[src/design/dda_pkg.sv]
`timescale 1ns / 1ps
// ----------------------------------------------------------------------------
// DDA line rasterizer package
// Shared widths, command codes and setup types for the line rasterizer.
// ----------------------------------------------------------------------------
package dda_pkg;

    localparam int COORD_BITS = 10;
    localparam int COLOR_BITS = 24;

    // Stream payload widths, padded up to whole bytes.
    localparam int IN_FIELD_BITS  = 4 * COORD_BITS;
    localparam int IN_DATA_BITS   = ((IN_FIELD_BITS + 7) / 8) * 8;
    localparam int OUT_FIELD_BITS = 2 * COORD_BITS + COLOR_BITS;
    localparam int OUT_DATA_BITS  = ((OUT_FIELD_BITS + 7) / 8) * 8;

    localparam logic [COLOR_BITS-1:0] COLOR_RESET = {COLOR_BITS{1'b1}};

    typedef logic [COORD_BITS-1:0] coord_t;
    typedef logic [COORD_BITS:0]   coord_ext_t;
    typedef logic [COLOR_BITS-1:0] color_t;

    typedef enum logic
    {
        CMD_START = 1'b0,
        CMD_STEP  = 1'b1
    } cmd_t;

    typedef struct packed
    {
        logic   neg;
        coord_t mag;
    } axis_setup_t;

    typedef struct packed
    {
        axis_setup_t x;
        axis_setup_t y;
        coord_t      len;
    } line_setup_t;

endpackage

[src/design/dda_setup.sv]
`timescale 1ns / 1ps
// ----------------------------------------------------------------------------
// DDA line setup
// Finds direction and magnitude of each axis difference and the line length.
// ----------------------------------------------------------------------------
module dda_setup
(
    input  dda_pkg::coord_t      x_start,
    input  dda_pkg::coord_t      x_end,
    input  dda_pkg::coord_t      y_start,
    input  dda_pkg::coord_t      y_end,
    output dda_pkg::line_setup_t setup
);

    always_comb
    begin
        setup.x.neg = (x_end < x_start);
        setup.y.neg = (y_end < y_start);
        setup.x.mag = setup.x.neg ? (x_start - x_end) : (x_end - x_start);
        setup.y.mag = setup.y.neg ? (y_start - y_end) : (y_end - y_start);
        setup.len   = (setup.x.mag > setup.y.mag) ? setup.x.mag : setup.y.mag;
    end

endmodule

[src/design/dda_axis.sv]
`timescale 1ns / 1ps
// ----------------------------------------------------------------------------
// DDA axis stepper
// Advances one axis by one line step, zero or one pixel, using quotient and remainder tracking.
// ----------------------------------------------------------------------------
module dda_axis
(
    input  dda_pkg::coord_t      base,
    input  dda_pkg::axis_setup_t axis,
    input  dda_pkg::coord_t      len,
    input  dda_pkg::coord_t      rem,
    input  dda_pkg::coord_t      offset,
    output dda_pkg::coord_t      rem_next,
    output dda_pkg::coord_t      offset_next,
    output dda_pkg::coord_t      coord
);

    dda_pkg::coord_ext_t sum;
    dda_pkg::coord_ext_t reduced;
    logic                wrap;

    always_comb
    begin
        sum     = {1'b0, rem} + {1'b0, axis.mag};
        wrap    = (sum >= {1'b0, len});
        reduced = sum - {1'b0, len};
        rem_next    = wrap ? reduced[dda_pkg::COORD_BITS-1:0] : sum[dda_pkg::COORD_BITS-1:0];
        offset_next = offset + dda_pkg::coord_t'(wrap);
        // Going in the negative direction, a nonzero remainder means the exact
        // position lies below base minus the quotient, so the pixel taken is one further down.
        if (axis.neg)
        begin
            coord = base - offset_next - dda_pkg::coord_t'(rem_next != '0);
        end
        else
        begin
            coord = base + offset_next;
        end
    end

endmodule

[src/design/dda_line_rasterizer.sv]
`timescale 1ns / 1ps
// ----------------------------------------------------------------------------
// DDA line rasterizer
// Streams the pixels of straight lines, one pixel per start or step command.
// ----------------------------------------------------------------------------
// A start beat (tuser = 0) loads both endpoints and yields the first pixel; each
// step beat (tuser = 1) then yields the next pixel until max(|dx|,|dy|) steps
// are done, the final pixel marked with tlast. A step with no line in progress
// yields nothing, and a zero-length line yields a single pixel with tlast set.
// The block takes one beat per clock and delivers one pixel per clock while
// m_axis_tready holds high: each step is one add and compare per axis between
// the input register and the output register, which a beat passes through in
// that order. Every pixel carries the color last written on the configuration port.
module dda_line_rasterizer
(
    input  logic                               clk,
    input  logic                               rst_n,

    input  logic                               s_axis_tvalid,
    output logic                               s_axis_tready,
    // x_start, x_end, y_start, y_end from the lowest bit up.
    input  logic [dda_pkg::IN_DATA_BITS-1:0]   s_axis_tdata,
    // cmd: 0 starts a line, 1 steps one pixel.
    input  logic                               s_axis_tuser,

    output logic                               m_axis_tvalid,
    input  logic                               m_axis_tready,
    // pixel_x, pixel_y, pixel_value from the lowest bit up, zero padded.
    output logic [dda_pkg::OUT_DATA_BITS-1:0]  m_axis_tdata,
    output logic                               m_axis_tlast,

    input  logic                               cfg_valid,
    output logic                               cfg_ready,
    input  dda_pkg::color_t                    cfg_data
);

    localparam int CB = dda_pkg::COORD_BITS;

    // Input register.
    logic                 in_valid_reg, in_valid_next;
    dda_pkg::cmd_t        in_cmd_reg, in_cmd_next;
    dda_pkg::coord_t      in_x1_reg, in_x1_next, in_x2_reg, in_x2_next;
    dda_pkg::coord_t      in_y1_reg, in_y1_next, in_y2_reg, in_y2_next;

    // Line state.
    logic                 line_active_reg, line_active_next;
    dda_pkg::coord_t      start_x_reg, start_x_next, start_y_reg, start_y_next;
    dda_pkg::axis_setup_t axis_x_reg, axis_x_next, axis_y_reg, axis_y_next;
    dda_pkg::coord_t      line_len_reg, line_len_next;
    dda_pkg::coord_t      rem_x_reg, rem_x_next, rem_y_reg, rem_y_next;
    dda_pkg::coord_t      offset_x_reg, offset_x_next, offset_y_reg, offset_y_next;
    dda_pkg::coord_t      steps_left_reg, steps_left_next;
    dda_pkg::color_t      color_reg, color_next;

    // Output register.
    logic                 out_valid_reg, out_valid_next;
    dda_pkg::coord_t      out_x_reg, out_x_next, out_y_reg, out_y_next;
    dda_pkg::color_t      out_color_reg, out_color_next;
    logic                 out_last_reg, out_last_next;

    dda_pkg::line_setup_t setup;
    dda_pkg::coord_t      step_rem_x, step_off_x, step_coord_x;
    dda_pkg::coord_t      step_rem_y, step_off_y, step_coord_y;

    logic                 is_start;
    logic                 produces;
    logic                 out_free;
    logic                 advance;

    dda_setup u_setup
    (
        .x_start (in_x1_reg),
        .x_end   (in_x2_reg),
        .y_start (in_y1_reg),
        .y_end   (in_y2_reg),
        .setup   (setup)
    );

    dda_axis u_axis_x
    (
        .base        (start_x_reg),
        .axis        (axis_x_reg),
        .len         (line_len_reg),
        .rem         (rem_x_reg),
        .offset      (offset_x_reg),
        .rem_next    (step_rem_x),
        .offset_next (step_off_x),
        .coord       (step_coord_x)
    );

    dda_axis u_axis_y
    (
        .base        (start_y_reg),
        .axis        (axis_y_reg),
        .len         (line_len_reg),
        .rem         (rem_y_reg),
        .offset      (offset_y_reg),
        .rem_next    (step_rem_y),
        .offset_next (step_off_y),
        .coord       (step_coord_y)
    );

    assign is_start = (in_cmd_reg == dda_pkg::CMD_START);
    assign produces = is_start || line_active_reg;
    assign out_free = !out_valid_reg || m_axis_tready;
    // A step with no line in progress drops out even while the output is held.
    assign advance  = in_valid_reg && (out_free || !produces);

    assign s_axis_tready = !in_valid_reg || advance;
    assign cfg_ready     = 1'b1;

    assign m_axis_tvalid = out_valid_reg;
    assign m_axis_tlast  = out_last_reg;
    assign m_axis_tdata  = dda_pkg::OUT_DATA_BITS'({out_color_reg, out_y_reg, out_x_reg});

    always_comb
    begin
        in_valid_next    = in_valid_reg;
        in_cmd_next      = in_cmd_reg;
        in_x1_next       = in_x1_reg;
        in_x2_next       = in_x2_reg;
        in_y1_next       = in_y1_reg;
        in_y2_next       = in_y2_reg;
        line_active_next = line_active_reg;
        start_x_next     = start_x_reg;
        start_y_next     = start_y_reg;
        axis_x_next      = axis_x_reg;
        axis_y_next      = axis_y_reg;
        line_len_next    = line_len_reg;
        rem_x_next       = rem_x_reg;
        rem_y_next       = rem_y_reg;
        offset_x_next    = offset_x_reg;
        offset_y_next    = offset_y_reg;
        steps_left_next  = steps_left_reg;
        color_next       = color_reg;
        out_valid_next   = out_valid_reg;
        out_x_next       = out_x_reg;
        out_y_next       = out_y_reg;
        out_color_next   = out_color_reg;
        out_last_next    = out_last_reg;

        if (cfg_valid && cfg_ready)
        begin
            color_next = cfg_data;
        end

        if (s_axis_tvalid && s_axis_tready)
        begin
            in_valid_next = 1'b1;
            in_cmd_next   = dda_pkg::cmd_t'(s_axis_tuser);
            in_x1_next    = s_axis_tdata[CB-1:0];
            in_x2_next    = s_axis_tdata[2*CB-1:CB];
            in_y1_next    = s_axis_tdata[3*CB-1:2*CB];
            in_y2_next    = s_axis_tdata[4*CB-1:3*CB];
        end
        else if (advance)
        begin
            in_valid_next = 1'b0;
        end

        if (m_axis_tready)
        begin
            out_valid_next = 1'b0;
        end

        if (advance && produces)
        begin
            out_valid_next = 1'b1;
            out_color_next = color_reg;
            if (is_start)
            begin
                start_x_next     = in_x1_reg;
                start_y_next     = in_y1_reg;
                axis_x_next      = setup.x;
                axis_y_next      = setup.y;
                line_len_next    = setup.len;
                rem_x_next       = '0;
                rem_y_next       = '0;
                offset_x_next    = '0;
                offset_y_next    = '0;
                steps_left_next  = setup.len;
                line_active_next = (setup.len != '0);
                out_x_next       = in_x1_reg;
                out_y_next       = in_y1_reg;
                out_last_next    = (setup.len == '0);
            end
            else
            begin
                rem_x_next       = step_rem_x;
                rem_y_next       = step_rem_y;
                offset_x_next    = step_off_x;
                offset_y_next    = step_off_y;
                steps_left_next  = steps_left_reg - dda_pkg::coord_t'(1);
                line_active_next = (steps_left_reg != dda_pkg::coord_t'(1));
                out_x_next       = step_coord_x;
                out_y_next       = step_coord_y;
                out_last_next    = (steps_left_reg == dda_pkg::coord_t'(1));
            end
        end
    end

    always_ff @(posedge clk or negedge rst_n)
    begin
        if (!rst_n)
        begin
            in_valid_reg    <= 1'b0;
            in_cmd_reg      <= dda_pkg::CMD_START;
            in_x1_reg       <= '0;
            in_x2_reg       <= '0;
            in_y1_reg       <= '0;
            in_y2_reg       <= '0;
            line_active_reg <= 1'b0;
            start_x_reg     <= '0;
            start_y_reg     <= '0;
            axis_x_reg      <= '0;
            axis_y_reg      <= '0;
            line_len_reg    <= '0;
            rem_x_reg       <= '0;
            rem_y_reg       <= '0;
            offset_x_reg    <= '0;
            offset_y_reg    <= '0;
            steps_left_reg  <= '0;
            color_reg       <= dda_pkg::COLOR_RESET;
            out_valid_reg   <= 1'b0;
            out_x_reg       <= '0;
            out_y_reg       <= '0;
            out_color_reg   <= '0;
            out_last_reg    <= 1'b0;
        end
        else
        begin
            in_valid_reg    <= in_valid_next;
            in_cmd_reg      <= in_cmd_next;
            in_x1_reg       <= in_x1_next;
            in_x2_reg       <= in_x2_next;
            in_y1_reg       <= in_y1_next;
            in_y2_reg       <= in_y2_next;
            line_active_reg <= line_active_next;
            start_x_reg     <= start_x_next;
            start_y_reg     <= start_y_next;
            axis_x_reg      <= axis_x_next;
            axis_y_reg      <= axis_y_next;
            line_len_reg    <= line_len_next;
            rem_x_reg       <= rem_x_next;
            rem_y_reg       <= rem_y_next;
            offset_x_reg    <= offset_x_next;
            offset_y_reg    <= offset_y_next;
            steps_left_reg  <= steps_left_next;
            color_reg       <= color_next;
            out_valid_reg   <= out_valid_next;
            out_x_reg       <= out_x_next;
            out_y_reg       <= out_y_next;
            out_color_reg   <= out_color_next;
            out_last_reg    <= out_last_next;
        end
    end

    // An active line always has steps left, never more than its length.
    assert property (@(posedge clk) disable iff (!rst_n)
        line_active_reg |-> (steps_left_reg != '0) && (steps_left_reg <= line_len_reg))
        else $error("steps_left out of range while a line is active");

    // Remainders stay below the line length while stepping.
    assert property (@(posedge clk) disable iff (!rst_n)
        line_active_reg |-> (rem_x_reg < line_len_reg) && (rem_y_reg < line_len_reg))
        else $error("axis remainder not below line length");

    // A finished line lands exactly on its end point, so both remainders are zero.
    assert property (@(posedge clk) disable iff (!rst_n)
        !line_active_reg |-> (rem_x_reg == '0) && (rem_y_reg == '0))
        else $error("nonzero remainder with no line in progress");

    // The last pixel of a stepped line ends the line.
    assert property (@(posedge clk) disable iff (!rst_n)
        (advance && !is_start && line_active_reg && (steps_left_reg == dda_pkg::coord_t'(1)))
        |=> !line_active_reg && out_last_reg)
        else $error("final step did not close the line");

endmodule
[config.mk]
export PLATFORM = sky130hd
export DESIGN_NAME = dda_line_rasterizer
export DESIGN_NICKNAME = d
export VERILOG_FILES = /design/src/design/dda_pkg.sv /design/src/design/dda_setup.sv /design/src/design/dda_axis.sv /design/src/design/dda_line_rasterizer.sv
export SDC_FILE = /design/constraint.sdc
export NUM_CORES = 1
export LEC_CHECK = 0
export BUFFER_PORTS_ARGS = -buffer_cell sky130_fd_sc_hd__buf_2
export CAP_MARGIN = 10
export CORE_ASPECT_RATIO = 1.5
export CORE_MARGIN = 5
export CORE_UTILIZATION = 40
export CTS_BUF_LIST = sky130_fd_sc_hd__clkbuf_4
export DETAILED_ROUTE_END_ITERATION = 10
export SLEW_MARGIN = 20
export SYNTH_ARGS = -nofsm -noshare
export SYNTH_HDL_FRONTEND = slang
export SYNTH_SLANG_ARGS = --single-unit
[constraint.sdc]
create_clock -name clk -period 18.15 [get_ports clk]
set_input_delay 2.7225 -clock clk [delete_from_list [all_inputs] [get_ports clk]]
set_output_delay 2.7225 -clock clk [all_outputs]
set_load 0.01 [all_outputs]
==> run metrics <==
status completed; sequential cell area fraction in the yosys report 0.373; clock skew 0.0293 ns; gpl congestion 0.879; Initial DRC Count 434; placed cell area 15500 um2; Max Transition Viols Final 0; most common cell after layout, fill and taps aside nand2_1; HP Class flip-flop to flip-flop; final core utilization 0.453; async set-reset flop share out of synthesis 1.00; gr busiest metal met2; max_cap viols 0; final instance area 16200 um2; Die Area 40300 um2; iteration count of the initial detailed-routing pass 5; initial core utilization 0.405; wire length per cell 17.0 um; startpoint types flip-flop; clock tree buffer depth 3; register area 5410 um2; Post-Syn Area per Cell 8.89 um2; post-CTS setup repair buffer count 0; Multi-input gate area 8290 um2; Comb power frac 0.619; Worst Tran Pin Value 0.965 ns; CTS tree built; layout cells sized above 1 0.162; die width 165 um; Setup Viol. Count Final 0; Cell variety after synth 73; grt met1 use 0.230; FF+latch count, synth 215; grt met3 use 0.0402; f_max 138 MHz; ANT nets after route 0; drt via density 5.28; Final period util 0.399; Post-Route WL 38600 um; switching share of power 0.471; initial antenna violation count 1; RSZ-0062 raised after global routing false; number of global-route vias before repair 12400; Clock Power Share 0.143; final worst slack 10.91 ns; Top Ports 122; PD cells 185 nW/um2; pre-CTS setup slack 10.97 ns; core outline area 35800 um2; first-pass GRT wire length 63300 um; top_reg_cell synth dfrtp_1; largest net degree at the start of global routing 110; # rows 85; Period minus WS final 7.24 ns; CP max-delay cell nor2_1; post-CTS sizing 0; via count 12000; CTS Sinks 215; Worst-path clk slew 0.07 ns; crit path max fanout 14; Port Buf Inserts 116; Root Buffer clkbuf_4; Area Overhead vs Synth 11.9%; leak pwr 7.96 nW; Final Hold Fails 0; EDFF count, synth 0; internal power 1.59 mW; nets 1978; H-tree Lvls 2; CP max stage delay 0.77 ns; nature of the critical path endpoint flip-flop; Hold Worst Slack 0.471 ns; Mapped Cells 1632; CP Class flip-flop to flip-flop; hold_buf cts 0; GRT Total Usage 0.194; DP HPWL 28800 um; most frequent cells in the layout 275 x nand2_1, 191 x dfrtp_1, 182 x o21ai_0; Cell Count, Final, Fillers Out 2270; latest clock arrival within the worst-skew pair 0.71 ns; grt ovf 0; Final TNS setup 0 ns; Slew headroom 0.355; Global Route met2 Usage 0.338; fillers 3534; die height 243 um; Cells after DPL 2173; sequential fraction of design power 0.238; Critical Path RT 18.78 ns; synthesis warning total 0; total power 3.01 mW; # DRC 0; NetSw 1.42 mW; mapped cell area 14500 um2; Peak VDD IR 0.0000708 V; TritonCTS buffer count 53; Worst EP arrival 7.87 ns
==> synthesized netlist by cell type, drive strengths merged, types with 5 or more instances <==
cell,n,share of area
nand3b,7,0.0036
nor2b,13,0.0056
o211ai,7,0.0036
a211oi,17,0.0088
buf,18,0.0075
and3,10,0.0044
nor3,11,0.0038
o31ai,5,0.0026
nand4,9,0.0039
mux2,33,0.026
a31oi,7,0.0030
dfstp,24,0.043
ha,144,0.12
xor2,21,0.013
nand2,277,0.072
mux2i,37,0.026
o21ai,182,0.063
fa,14,0.019
xnor2,61,0.037
o22ai,5,0.0022
a221oi,7,0.0059
nand2b,16,0.0069
nand3,23,0.0079
o21bai,10,0.0060
a211o,5,0.0031
and2,6,0.0026
clkbuf,49,0.013
o21a,8,0.0041
a21boi,9,0.0047
inv,144,0.037
nor4,5,0.0022
a21oi,73,0.025
a21o,31,0.017
o311ai,5,0.0030
or4,5,0.0026
a22o,19,0.011
dfrtp,191,0.33
nor2,75,0.019
==> worst paths after layout <==
path,startpoint,endpoint,slack [ns],cells after the start
min in group asynchronous,rst_n,in_x1_reg[7]$_DFFE_PN0P_,2.08,1
setup reg to reg,axis_x_reg[0]$_DFFE_PN0P_,out_x_reg[8]$_DFFE_PN0P_,10.91,31
max in group asynchronous,rst_n,offset_y_reg[5]$_DFFE_PN0P_,14.74,2
setup / recovery,axis_x_reg[0]$_DFFE_PN0P_,out_x_reg[8]$_DFFE_PN0P_,10.91,31
hold reg to reg,color_reg[2]$_DFFE_PN1P_,out_color_reg[2]$_DFFE_PN0P_,0.47,2
hold / removal,color_reg[2]$_DFFE_PN1P_,out_color_reg[2]$_DFFE_PN0P_,0.47,2
==> power groups by stage <==
| stage | Clock [mW] | Sequential (mW) | Combinational, mW |
|---|---|---|---|
| 2_1_floorplan | 0 | 0.697 | 1.38 |
| 3_3_place_gp | 0 | 0.719 | 1.83 |
| 3_5_place_dp | 0 | 0.723 | 1.84 |
| 4_1_cts | 0.449 | 0.716 | 1.86 |
| 5_1_grt | 0.466 | 0.732 | 2.09 |
| 6_report | 0.430 | 0.715 | 1.86 |
==> critical path: cells and delay by family (launching register included) <==
| family | cells | cell delay (ns) |
|---|---|---|
| fa+ha+maj | 7 | 2.39 |
| mux | 1 | 0.09 |
| flops | 1 | 0.35 |
| buf+inv | 3 | 0.33 |
| compound gates | 12 | 2.20 |
| xor+xnor | 2 | 0.32 |
| simple gates | 6 | 1.48 |
==> area by class of cell <==
class / instances / share of cell area
Antenna cell: 1 / 0.000154
Tap cell: 478 / 0.0368
Sequential cell: 215 / 0.333
Inverter: 146 / 0.0338
Clock buffer: 75 / 0.0347
Timing Repair Buffer: 127 / 0.0415
Clock inverter: 21 / 0.00871
Multi-Input combinational cell: 1207 / 0.511
==> per-layer routing <==
metal	part of all wire	vias up	routed length [um]
li1	-	5860	-
met1	0.41	5744	15800
met2	0.50	282	19300
met3	0.051	97	1980
met4	0.039	0	1510
met5	0	-	0
==> cells by family (layout without fill, tap and decap cells) <==
| logic type | count (synthesis) | in the layout | synth area share |
|---|---|---|---|
| other | 2 | 6 | 0.000518 |
| DFF | 215 | 215 | 0.373 |
| xor gates and xnor gates | 82 | 82 | 0.0495 |
| and+or+nand+nor | 477 | 477 | 0.145 |
| AOI/OAI and AO/OA | 415 | 415 | 0.179 |
| buffers and inverters | 213 | 369 | 0.0580 |
| muxes | 70 | 70 | 0.0511 |
| adders and majority gates | 158 | 158 | 0.144 |
(Power assumes the default switching activity.)
